[src/sv/knob_menu_settings_editor_macros.svh]
// assertion helpers included by kmse_core
`ifndef KNOB_MENU_SETTINGS_EDITOR_MACROS_SVH
`define KNOB_MENU_SETTINGS_EDITOR_MACROS_SVH

// condition must hold at every edge out of reset
`define KMSE_ASSERT_ALWAYS(label, clk, rst_n, cond) \
    label: assert property (@(posedge clk) disable iff (!rst_n) (cond)) \
        else $error("assertion failed");

// same-cycle implication
`define KMSE_ASSERT_IMPL(label, clk, rst_n, ante, cons) \
    label: assert property (@(posedge clk) disable iff (!rst_n) (ante) |-> (cons)) \
        else $error("assertion failed");

// next-cycle implication
`define KMSE_ASSERT_NEXT(label, clk, rst_n, ante, cons) \
    label: assert property (@(posedge clk) disable iff (!rst_n) (ante) |=> (cons)) \
        else $error("assertion failed");

`endif

[src/sv/kmse_pkg.sv]
package kmse_pkg;

    // menu size limit
    localparam int MAX_ITEMS = 16;
    localparam int ITEM_CAP  = (MAX_ITEMS < 16) ? MAX_ITEMS : 16;

    // config bus
    localparam int ADDR_W = 5;
    localparam int DATA_W = 32;
    localparam int IDX_W  = 3;

    // register indexes
    localparam logic [IDX_W-1:0] REG_LONG_PRESS = 3'd0;
    localparam logic [IDX_W-1:0] REG_ITEM_COUNT = 3'd1;
    localparam logic [IDX_W-1:0] REG_INIT_MIN   = 3'd2;
    localparam logic [IDX_W-1:0] REG_INIT_MAX   = 3'd3;
    localparam logic [IDX_W-1:0] REG_INIT_MODE  = 3'd4;
    localparam logic [IDX_W-1:0] REG_INIT_DELAY = 3'd5;
    localparam logic [IDX_W-1:0] REG_INIT_HUM   = 3'd6;

    // register reset values
    localparam logic [15:0]       RST_LONG_PRESS = 16'd5000;
    localparam logic [4:0]        RST_ITEM_COUNT = 5'd7;
    localparam logic signed [7:0] RST_MIN_TEMP   = 8'sd20;
    localparam logic signed [7:0] RST_MAX_TEMP   = 8'sd30;
    localparam logic [2:0]        RST_OP_MODE    = 3'd0;
    localparam logic [8:0]        RST_DELAY      = 9'd10;
    localparam logic [6:0]        RST_HUM        = 7'd60;

    // menu items
    localparam logic [3:0] ITEM_BACK      = 4'd0;
    localparam logic [3:0] ITEM_MIN_TEMP  = 4'd1;
    localparam logic [3:0] ITEM_MAX_TEMP  = 4'd2;
    localparam logic [3:0] ITEM_OP_MODE   = 4'd3;
    localparam logic [3:0] ITEM_DELAY     = 4'd4;
    localparam logic [3:0] ITEM_HUM       = 4'd5;
    localparam logic [3:0] ITEM_RECONNECT = 4'd6;

    // setting limits
    localparam logic [3:0]         MODE_COUNT = 4'd5;
    localparam logic signed [10:0] DELAY_LO   = 11'sd1;
    localparam logic signed [10:0] DELAY_HI   = 11'sd300;
    localparam logic signed [8:0]  HUM_HI     = 9'sd100;
    localparam logic [15:0]        HOLD_MAX   = 16'hFFFF;

    typedef struct packed {
        logic enc_a;
        logic enc_b;
        logic button_level;
    } in_word_t;

    typedef struct packed {
        logic              in_settings;
        logic              editing;
        logic [3:0]        selected_item;
        logic signed [7:0] min_temp;
        logic signed [7:0] max_temp;
        logic [2:0]        op_mode;
        logic [8:0]        switch_delay;
        logic [6:0]        hum_limit;
        logic              beep;
        logic              save_request;
        logic              reconnect_request;
        logic              restart_request;
    } out_word_t;

    typedef struct packed {
        logic [15:0] long_press_ticks;
        logic [4:0]  item_count;
    } cfg_t;

    // direct setting loads from init register writes
    typedef struct packed {
        logic       min_wr;
        logic       max_wr;
        logic       mode_wr;
        logic       delay_wr;
        logic       hum_wr;
        logic [8:0] data;
    } load_t;

endpackage

[src/sv/kmse_regs.sv]
module kmse_regs (
    input  logic                        clk,
    input  logic                        rst_n,
    input  logic                        psel,
    input  logic                        penable,
    input  logic                        pwrite,
    input  logic [kmse_pkg::ADDR_W-1:0] paddr,
    input  logic [kmse_pkg::DATA_W-1:0] pwdata,
    output logic [kmse_pkg::DATA_W-1:0] prdata,
    output logic                        pready,
    output kmse_pkg::cfg_t              cfg,
    output kmse_pkg::load_t             load
);
    import kmse_pkg::*;

    logic [15:0]       long_press_reg, long_press_next;
    logic [4:0]        item_count_reg, item_count_next;
    logic [7:0]        init_min_reg, init_min_next;
    logic [7:0]        init_max_reg, init_max_next;
    logic [2:0]        init_mode_reg, init_mode_next;
    logic [8:0]        init_delay_reg, init_delay_next;
    logic [6:0]        init_hum_reg, init_hum_next;
    logic              wr_en;
    logic [IDX_W-1:0]  idx;

    assign pready = 1'b1;
    assign wr_en  = psel && penable && pwrite;
    assign idx    = paddr[IDX_W+1:2];

    always_comb
    begin
        long_press_next = long_press_reg;
        item_count_next = item_count_reg;
        init_min_next   = init_min_reg;
        init_max_next   = init_max_reg;
        init_mode_next  = init_mode_reg;
        init_delay_next = init_delay_reg;
        init_hum_next   = init_hum_reg;
        load            = '0;
        load.data       = pwdata[8:0];
        if (wr_en)
        begin
            case (idx)
                REG_LONG_PRESS: long_press_next = pwdata[15:0];
                REG_ITEM_COUNT: item_count_next = pwdata[4:0];
                REG_INIT_MIN:
                begin
                    init_min_next = pwdata[7:0];
                    load.min_wr   = 1'b1;
                end
                REG_INIT_MAX:
                begin
                    init_max_next = pwdata[7:0];
                    load.max_wr   = 1'b1;
                end
                REG_INIT_MODE:
                begin
                    init_mode_next = pwdata[2:0];
                    load.mode_wr   = 1'b1;
                end
                REG_INIT_DELAY:
                begin
                    init_delay_next = pwdata[8:0];
                    load.delay_wr   = 1'b1;
                end
                REG_INIT_HUM:
                begin
                    init_hum_next = pwdata[6:0];
                    load.hum_wr   = 1'b1;
                end
                default: ;
            endcase
        end
    end

    always_ff @(posedge clk or negedge rst_n)
    begin
        if (!rst_n)
        begin
            long_press_reg <= RST_LONG_PRESS;
            item_count_reg <= RST_ITEM_COUNT;
            init_min_reg   <= RST_MIN_TEMP;
            init_max_reg   <= RST_MAX_TEMP;
            init_mode_reg  <= RST_OP_MODE;
            init_delay_reg <= RST_DELAY;
            init_hum_reg   <= RST_HUM;
        end
        else
        begin
            long_press_reg <= long_press_next;
            item_count_reg <= item_count_next;
            init_min_reg   <= init_min_next;
            init_max_reg   <= init_max_next;
            init_mode_reg  <= init_mode_next;
            init_delay_reg <= init_delay_next;
            init_hum_reg   <= init_hum_next;
        end
    end

    always_comb
    begin
        case (idx)
            REG_LONG_PRESS: prdata = DATA_W'(long_press_reg);
            REG_ITEM_COUNT: prdata = DATA_W'(item_count_reg);
            REG_INIT_MIN:   prdata = DATA_W'(init_min_reg);
            REG_INIT_MAX:   prdata = DATA_W'(init_max_reg);
            REG_INIT_MODE:  prdata = DATA_W'(init_mode_reg);
            REG_INIT_DELAY: prdata = DATA_W'(init_delay_reg);
            REG_INIT_HUM:   prdata = DATA_W'(init_hum_reg);
            default:        prdata = '0;
        endcase
    end

    assign cfg.long_press_ticks = long_press_reg;
    assign cfg.item_count       = item_count_reg;

endmodule

[src/sv/kmse_core.sv]
`include "knob_menu_settings_editor_macros.svh"

module kmse_core (
    input  logic                clk,
    input  logic                rst_n,
    input  logic                step,
    input  kmse_pkg::in_word_t  sample,
    input  kmse_pkg::cfg_t      cfg,
    input  kmse_pkg::load_t     load,
    output kmse_pkg::out_word_t result_next
);
    import kmse_pkg::*;

    logic              prev_a_reg, prev_a_next;
    logic              prev_button_reg, prev_button_next;
    logic [15:0]       hold_count_reg, hold_count_next;
    logic              long_fired_reg, long_fired_next;
    logic              settings_shown_reg, settings_shown_next;
    logic              edit_active_reg, edit_active_next;
    logic [3:0]        item_index_reg, item_index_next;
    logic signed [7:0] min_temp_reg, min_temp_next;
    logic signed [7:0] max_temp_reg, max_temp_next;
    logic [2:0]        op_mode_reg, op_mode_next;
    logic [8:0]        delay_reg, delay_next;
    logic [6:0]        hum_reg, hum_next;

    logic               rise_a;
    logic               up;
    logic signed [9:0]  min_sum, max_sum;
    logic signed [7:0]  min_sat, max_sat, min_new, max_new;
    logic [3:0]         mode_raw;
    logic [2:0]         mode_new;
    logic signed [10:0] delay_sum;
    logic [8:0]         delay_new;
    logic signed [8:0]  hum_sum;
    logic [6:0]         hum_new;
    logic [4:0]         lim, lim_m1;
    logic [3:0]         item_hi;
    logic signed [5:0]  item_sum;
    logic [3:0]         item_new;
    logic               press, release_evt, fire;
    logic [15:0]        hold_mid;
    logic               fired_mid;

    // candidate values for one encoder step
    always_comb
    begin
        rise_a = !prev_a_reg && sample.enc_a;
        up     = !sample.enc_b;

        min_sum = $signed({min_temp_reg[7], min_temp_reg[7], min_temp_reg})
                  + (up ? 10'sd1 : -10'sd1);
        if (min_sum > 10'sd127)
            min_sat = 8'sd127;
        else if (min_sum < -10'sd128)
            min_sat = -8'sd128;
        else
            min_sat = min_sum[7:0];
        min_new = (min_sat > max_temp_reg) ? max_temp_reg : min_sat;

        max_sum = $signed({max_temp_reg[7], max_temp_reg[7], max_temp_reg})
                  + (up ? 10'sd1 : -10'sd1);
        if (max_sum > 10'sd127)
            max_sat = 8'sd127;
        else if (max_sum < -10'sd128)
            max_sat = -8'sd128;
        else
            max_sat = max_sum[7:0];
        max_new = (max_sat < min_temp_reg) ? min_temp_reg : max_sat;

        // wrap modulo five, also for out-of-range loaded codes
        if (up)
            mode_raw = {1'b0, op_mode_reg} + 4'd1;
        else if (op_mode_reg == 3'd0)
            mode_raw = MODE_COUNT;
        else
            mode_raw = {1'b0, op_mode_reg} - 4'd1;
        if (!up && op_mode_reg == 3'd0)
            mode_new = 3'(MODE_COUNT - 4'd1);
        else if (mode_raw >= MODE_COUNT)
            mode_new = 3'(mode_raw - MODE_COUNT);
        else
            mode_new = mode_raw[2:0];

        delay_sum = $signed({2'b00, delay_reg}) + (up ? 11'sd1 : -11'sd1);
        if (delay_sum < DELAY_LO)
            delay_new = 9'(DELAY_LO);
        else if (delay_sum > DELAY_HI)
            delay_new = 9'(DELAY_HI);
        else
            delay_new = delay_sum[8:0];

        hum_sum = $signed({2'b00, hum_reg}) + (up ? 9'sd1 : -9'sd1);
        if (hum_sum < 9'sd0)
            hum_new = 7'd0;
        else if (hum_sum > HUM_HI)
            hum_new = 7'(HUM_HI);
        else
            hum_new = hum_sum[6:0];

        if (cfg.item_count == 5'd0)
            lim = 5'd1;
        else if (cfg.item_count > 5'(ITEM_CAP))
            lim = 5'(ITEM_CAP);
        else
            lim = cfg.item_count;
        lim_m1  = lim - 5'd1;
        item_hi = lim_m1[3:0];
        item_sum = $signed({2'b00, item_index_reg}) + (up ? 6'sd1 : -6'sd1);
        if (item_sum < 6'sd0)
            item_new = 4'd0;
        else if (item_sum > $signed({2'b00, item_hi}))
            item_new = item_hi;
        else
            item_new = item_sum[3:0];
    end

    // state update: encoder first, then button; init register loads apply only when not stepping
    always_comb
    begin
        prev_a_next         = prev_a_reg;
        prev_button_next    = prev_button_reg;
        hold_count_next     = hold_count_reg;
        long_fired_next     = long_fired_reg;
        settings_shown_next = settings_shown_reg;
        edit_active_next    = edit_active_reg;
        item_index_next     = item_index_reg;
        min_temp_next       = min_temp_reg;
        max_temp_next       = max_temp_reg;
        op_mode_next        = op_mode_reg;
        delay_next          = delay_reg;
        hum_next            = hum_reg;
        result_next         = '0;

        press       = prev_button_reg && !sample.button_level;
        release_evt = !prev_button_reg && sample.button_level;
        if (press)
            hold_mid = '0;
        else if (!sample.button_level && hold_count_reg != HOLD_MAX)
            hold_mid = hold_count_reg + 16'd1;
        else
            hold_mid = hold_count_reg;
        fired_mid = press ? 1'b0 : long_fired_reg;
        fire = !sample.button_level && !fired_mid && (hold_mid >= cfg.long_press_ticks);

        if (step)
        begin
            if (rise_a)
            begin
                if (settings_shown_reg && edit_active_reg)
                begin
                    case (item_index_reg)
                        ITEM_MIN_TEMP: min_temp_next = min_new;
                        ITEM_MAX_TEMP: max_temp_next = max_new;
                        ITEM_OP_MODE:  op_mode_next  = mode_new;
                        ITEM_DELAY:    delay_next    = delay_new;
                        ITEM_HUM:      hum_next      = hum_new;
                        default: ;
                    endcase
                end
                else if (settings_shown_reg)
                begin
                    item_index_next  = item_new;
                    result_next.beep = 1'b1;
                end
            end
            prev_a_next = sample.enc_a;

            hold_count_next = hold_mid;
            long_fired_next = fired_mid | fire;
            if (fire)
            begin
                result_next.restart_request = 1'b1;
                result_next.beep            = 1'b1;
            end

            if (release_evt)
            begin
                if (!fired_mid)
                begin
                    result_next.beep = 1'b1;
                    if (!settings_shown_reg)
                    begin
                        settings_shown_next = 1'b1;
                        edit_active_next    = 1'b0;
                        item_index_next     = ITEM_BACK;
                    end
                    else if (!edit_active_reg)
                    begin
                        if (item_index_next == ITEM_BACK)
                        begin
                            settings_shown_next      = 1'b0;
                            result_next.save_request = 1'b1;
                        end
                        else if (item_index_next == ITEM_RECONNECT)
                        begin
                            settings_shown_next           = 1'b0;
                            result_next.reconnect_request = 1'b1;
                        end
                        else
                            edit_active_next = 1'b1;
                    end
                    else
                    begin
                        edit_active_next         = 1'b0;
                        result_next.save_request = 1'b1;
                    end
                end
                hold_count_next = '0;
            end
            prev_button_next = sample.button_level;
        end
        else
        begin
            if (load.min_wr)
                min_temp_next = load.data[7:0];
            if (load.max_wr)
                max_temp_next = load.data[7:0];
            if (load.mode_wr)
                op_mode_next = load.data[2:0];
            if (load.delay_wr)
                delay_next = load.data;
            if (load.hum_wr)
                hum_next = load.data[6:0];
        end

        result_next.in_settings   = settings_shown_next;
        result_next.editing       = edit_active_next;
        result_next.selected_item = item_index_next;
        result_next.min_temp      = min_temp_next;
        result_next.max_temp      = max_temp_next;
        result_next.op_mode       = op_mode_next;
        result_next.switch_delay  = delay_next;
        result_next.hum_limit     = hum_next;
    end

    always_ff @(posedge clk or negedge rst_n)
    begin
        if (!rst_n)
        begin
            prev_a_reg         <= 1'b1;
            prev_button_reg    <= 1'b1;
            hold_count_reg     <= '0;
            long_fired_reg     <= 1'b0;
            settings_shown_reg <= 1'b0;
            edit_active_reg    <= 1'b0;
            item_index_reg     <= ITEM_BACK;
            min_temp_reg       <= RST_MIN_TEMP;
            max_temp_reg       <= RST_MAX_TEMP;
            op_mode_reg        <= RST_OP_MODE;
            delay_reg          <= RST_DELAY;
            hum_reg            <= RST_HUM;
        end
        else
        begin
            prev_a_reg         <= prev_a_next;
            prev_button_reg    <= prev_button_next;
            hold_count_reg     <= hold_count_next;
            long_fired_reg     <= long_fired_next;
            settings_shown_reg <= settings_shown_next;
            edit_active_reg    <= edit_active_next;
            item_index_reg     <= item_index_next;
            min_temp_reg       <= min_temp_next;
            max_temp_reg       <= max_temp_next;
            op_mode_reg        <= op_mode_next;
            delay_reg          <= delay_next;
            hum_reg            <= hum_next;
        end
    end

    `KMSE_ASSERT_ALWAYS(a_edit_only_in_menu, clk, rst_n, !edit_active_reg || settings_shown_reg)
    `KMSE_ASSERT_IMPL(a_save_not_with_reconnect, clk, rst_n, step, !(result_next.save_request && result_next.reconnect_request))
    `KMSE_ASSERT_NEXT(a_restart_sets_fired, clk, rst_n, step && result_next.restart_request, long_fired_reg)
    `KMSE_ASSERT_NEXT(a_idle_holds_selector, clk, rst_n, !step, $stable(item_index_reg) && $stable(hold_count_reg))

endmodule

[src/sv/knob_menu_settings_editor.sv]
// channel   dir  handshake                        payload
// sample    in   sample_valid / sample_ready      in_word_t: enc_a, enc_b, button_level
// result    out  result_valid / result_ready      out_word_t: menu state, settings, pulses
// config    in   psel/penable/pwrite, pready = 1  paddr, pwdata, prdata (7 regs at 4*i)
//
// one word per cycle sustained while the result is not stalled; a taken sample first lands in the input register
// the input register feeds the update logic, whose output lands in the result register
// a stalled result holds the pipe, but the input register still takes one more word
// rst_n clears the handshake and the menu state; settings and init registers return to the same reset values
// an init register write loads its setting at once, but only in a cycle with no step (else the load is dropped)
module knob_menu_settings_editor (
    input  logic                        clk,
    input  logic                        rst_n,
    input  logic                        sample_valid,
    output logic                        sample_ready,
    input  kmse_pkg::in_word_t          sample,
    output logic                        result_valid,
    input  logic                        result_ready,
    output kmse_pkg::out_word_t         result,
    input  logic                        psel,
    input  logic                        penable,
    input  logic                        pwrite,
    input  logic [kmse_pkg::ADDR_W-1:0] paddr,
    input  logic [kmse_pkg::DATA_W-1:0] pwdata,
    output logic [kmse_pkg::DATA_W-1:0] prdata,
    output logic                        pready
);
    import kmse_pkg::*;

    // input stage
    logic      in_valid_reg, in_valid_next;
    in_word_t  in_word_reg;

    // result stage
    logic      out_valid_reg, out_valid_next;
    out_word_t result_reg;

    out_word_t result_next;
    cfg_t      cfg;
    load_t     load;
    logic      advance;
    logic      step;
    logic      take;

    // result stage can move when empty or being drained
    assign advance      = !out_valid_reg || result_ready;
    assign sample_ready = !in_valid_reg || advance;
    assign take         = sample_valid && sample_ready;
    // a word in the input stage is processed and its state committed
    assign step         = in_valid_reg && advance;

    always_comb
    begin
        if (take)
            in_valid_next = 1'b1;
        else if (step)
            in_valid_next = 1'b0;
        else
            in_valid_next = in_valid_reg;
        out_valid_next = advance ? in_valid_reg : out_valid_reg;
    end

    always_ff @(posedge clk or negedge rst_n)
    begin
        if (!rst_n)
        begin
            in_valid_reg  <= 1'b0;
            out_valid_reg <= 1'b0;
        end
        else
        begin
            in_valid_reg  <= in_valid_next;
            out_valid_reg <= out_valid_next;
        end
    end

    // payload registers, no reset
    always_ff @(posedge clk)
    begin
        if (take)
            in_word_reg <= sample;
        if (step)
            result_reg <= result_next;
    end

    kmse_regs u_regs (
        .clk     (clk),
        .rst_n   (rst_n),
        .psel    (psel),
        .penable (penable),
        .pwrite  (pwrite),
        .paddr   (paddr),
        .pwdata  (pwdata),
        .prdata  (prdata),
        .pready  (pready),
        .cfg     (cfg),
        .load    (load)
    );

    // menu state and settings update
    kmse_core u_core (
        .clk         (clk),
        .rst_n       (rst_n),
        .step        (step),
        .sample      (in_word_reg),
        .cfg         (cfg),
        .load        (load),
        .result_next (result_next)
    );

    assign result_valid = out_valid_reg;
    assign result       = result_reg;

endmodule
[config.mk]
export PLATFORM = sky130hd
export DESIGN_NAME = knob_menu_settings_editor
export DESIGN_NICKNAME = d
export VERILOG_FILES = /design/src/sv/kmse_pkg.sv /design/src/sv/kmse_regs.sv /design/src/sv/kmse_core.sv /design/src/sv/knob_menu_settings_editor.sv
export VERILOG_INCLUDE_DIRS = /design/src /design/src/sv
export SDC_FILE = /design/constraint.sdc
export NUM_CORES = 1
export LEC_CHECK = 0
export BUFFER_PORTS_ARGS = -buffer_cell sky130_fd_sc_hd__clkbuf_2
export CORE_MARGIN = 2
export CORE_UTILIZATION = 30
export CTS_BUF_LIST = sky130_fd_sc_hd__clkbuf_2
export CTS_CLUSTER_DIAMETER = 200
export DETAILED_ROUTE_END_ITERATION = 8
export SETUP_SLACK_MARGIN = 0.02
export SYNTH_ARGS = -nofsm -noshare
export SYNTH_HDL_FRONTEND = slang
export SYNTH_SLANG_ARGS = --single-unit
export TNS_END_PERCENT = 10
[constraint.sdc]
create_clock -name clk -period 12.9 [get_ports clk]
set_input_delay 1.29 -clock clk [delete_from_list [all_inputs] [get_ports clk]]
set_output_delay 1.29 -clock clk [all_outputs]
set_load 0.1 [all_outputs]
==> impl_results.md <==
* Dpl ws at 7.86 ns
* Met3 routed WL at 1.24 mm
* Tightest Pin Transition at 1.03 ns
* Met1 Routed Length at 13.2 mm
* GPL Wtd Cong at 0.859
* Final setup vio count at 0
* Final period util at 39.2%
* Num CTS Buffers at 17
* Critical path origin: in_word_reg[1]$_DFFE_PP_
* Antenna violations before repair at 1
* Power density cells at 172 nW/um^2
* Post-CTS Setup Bufs at 0
* Root buf cell: clkbuf_2
* HP Class: flop to flop
* H-tree levels at 4
* CP Capture Type: flop
* Clock skew at 0.0407 ns
* Max Slew Vio Count at 0
* Clock Path Buffers at 2
* Synth Instances at 1,088
* Number of synthesized flops with an enable pin at 48
* Max Clk Rate at 198 MHz
* Layout cells sized above 1 at 18.2%
* Yosys top cell area share at 19.7%
* RSZ-0062 raised after global routing: no
* R2R cell count at 19
* Die ar. at 37,100 um^2
* Hold WS at 0.483 ns
* Max FO, Critical Path at 48
* Hold_sp: u_regs.init_delay_reg[3]$_DFFE_PN1P_
* # placed instances at 1,604
* Avg Inst Size Synth at 9.80 um^2
* Outcome: completed
* TNS Setup at 0 ns
* Post-Route WL at 27.6 mm
* Height of the die at 193 um
* Highest Signal Layer: met4
* Fillers at 3,569
* First-pass GRT wire length at 44.3 mm
* Hold buffer count at CTS at 0
* Setup ws final at 7.84 ns
* R2r setup slk at 7.84 ns
* Unique masters post-synth at 78
* Hold Fails Final Rpt at 0
* Die W at 193 um
* R2r endpoint: result[37]$_DFFE_PP_
* Port Buf Inserts at 91
* Area growth from synthesis to layout at 10.3%
* Top post-synthesis cells by count: nand2_1, dfrtp_1, ha_1
* Final nets at 1,292
* Max FFs per register at 45
* Grt total ovfl at 0
* R2r startpoint: in_word_reg[1]$_DFFE_PP_
* Core area at 35,300 um^2
* All-Layer GR Usage at 15.3%
* Post_cts resized at 0
* Synth Cell Area at 10,700 um^2
* Maximum VDD drop at 0.0702 mV
* # IOs at 127
* Dpl hpwl at 20.0 mm
* Most frequent cell after synthesis: nand2_1
* Final critical-path required period at 5.06 ns
* Rel. slew slack at 31.1%
* DRC viols at 0
* Worst Hold Depth at 2
* Clk pin slew, worst setup/hold paths at 0.27 ns
* First-pass DRT Iterations at 6
* Crit path kind: flop to flop
* Largest net degree at the start of global routing at 61
* Vias/cell at 5.15
* Worst EP arrival at 5.59 ns
* Yosys top cell by area: dfrtp_1
* CTS Sinks at 166
* Met2 routed WL at 12.7 mm
* Ranking of synthesized cells by area: dfrtp_1, edfxtp_1, ha_1
* CP required at 13.43 ns
* Maxcap violations at 0
* Crit start category: flop
* Starting Density at 30.2%
* Post-synthesis sequential area ratio at 41.6%
* Clock latency on the worst-skew pair at 0.81 ns
* Final non-filler cell total at 1,637
* Final antenna-violating net count at 0
* Wire per inst at 16.9 um
* Leakage at 5.25 nW
* 1st-iter DRT viols at 727
* Vias in the first global route at 8,265
* Ys flop type: dfrtp_1
* # rows at 69
* CTS tree: built
* Synthesis Warnings at 0
* Min-Delay Endpoint: u_regs.init_delay_reg[3]$_DFFE_PN1P_
* Via count at 8,433
* Yosys reg bits at 166
* FFs w/ async S/R, synth at 71.1%
[routing by layer]
metal  GRT usage (%)  vias to the layer above
met2            24.7                      191
met5               0                        -
li1                -                     4089
met3            2.60                       31
met4            4.58                        0
met1            21.0                     4122
[critical path, stage by stage (launching register included)]
cell	delay, ns
edfxtp_1	0.38
buf_4	0.53
ha_1	0.34
a21o_1	0.17
a21oi_1	0.21
nor2b_1	0.08
o21a_1	0.20
o41a_1	0.37
a221o_1	0.40
nand2_1	0.15
o21ai_0	0.12
ha_1	0.30
nor2b_1	0.14
o21a_1	0.16
o21a_1	0.16
o211ai_1	0.17
a21o_1	0.20
a21oi_1	0.19
a222oi_1	0.30
o211ai_1	0.20
[cell type report]
| cell class | count | area (um^2) | share of cell area (%) |
|---|---|---|---|
| Multi-Input combinational cell | 818 | 5750 | 48.9 |
| Tap cell | 461 | 577 | 4.90 |
| Inverter | 61 | 229 | 1.95 |
| Clock inverter | 15 | 171 | 1.46 |
| Clock buffer | 17 | 85.1 | 0.723 |
| Sequential cell | 166 | 4440 | 37.7 |
| Timing Repair Buffer | 98 | 510 | 4.34 |
| Antenna cell | 1 | 2.50 | 0.0213 |
[worst max-delay path by stage]
stage / end / slack [ns] / cells past startpoint
global placement: result[37]$_DFFE_PP_ / 7.91 / 19
global route: result[37]$_DFFE_PP_ / 7.44 / 19
detailed placement: result[37]$_DFFE_PP_ / 7.86 / 19
finish: result[37]$_DFFE_PP_ / 7.84 / 19
floorplan: prdata[7] / 7.20 / 5
CTS: result[37]$_DFFE_PP_ / 7.84 / 19
[layout by cell type, fill, tap and decap left out, drive strengths merged, types with 21 or more instances in the layout]
cell	instances
inv	67
edfxtp	48
a21o	33
dfstp	34
mux2	36
a22oi	21
dfrtp	84
o211ai	21
nor3	22
xor2	22
o21ai	66
nor2	71
nand2	119
clkbuf	107
ha	78
a21oi	46
[kinds of logic after synthesis]
kind of cell,count (synthesis),synth area share [%]
and+or+nand+nor,327,14.9
AOI/OAI and AO/OA,293,19.0
DFF,166,41.6
buffers and inverters,119,5.00
adders and majority gates,83,10.1
muxes,56,5.91
xor gates and xnor gates,42,3.45
other,2,0.0704
[where the power goes]
group          internal, W  switching [W]  total, W  leakage (nW)
logic             0.000338       0.000637  0.000975          3.21
registers         0.000661      0.0000830  0.000744          1.90
clock network    0.0000945       0.000216  0.000311         0.145
total              0.00109       0.000936   0.00203          5.25
[metrics by stage]
step	instance area (um^2)	utilization [%]	total power, W
after global placement	11500	32.6	0.00170
after floorplan	10700	-	0.00153
final	11800	33.3	0.00203
after global routing	11800	33.3	0.00219
after CTS	11800	33.3	0.00204
after detailed placement	11500	32.6	0.00173
Note: power is estimated with default switching activity, not from simulation.
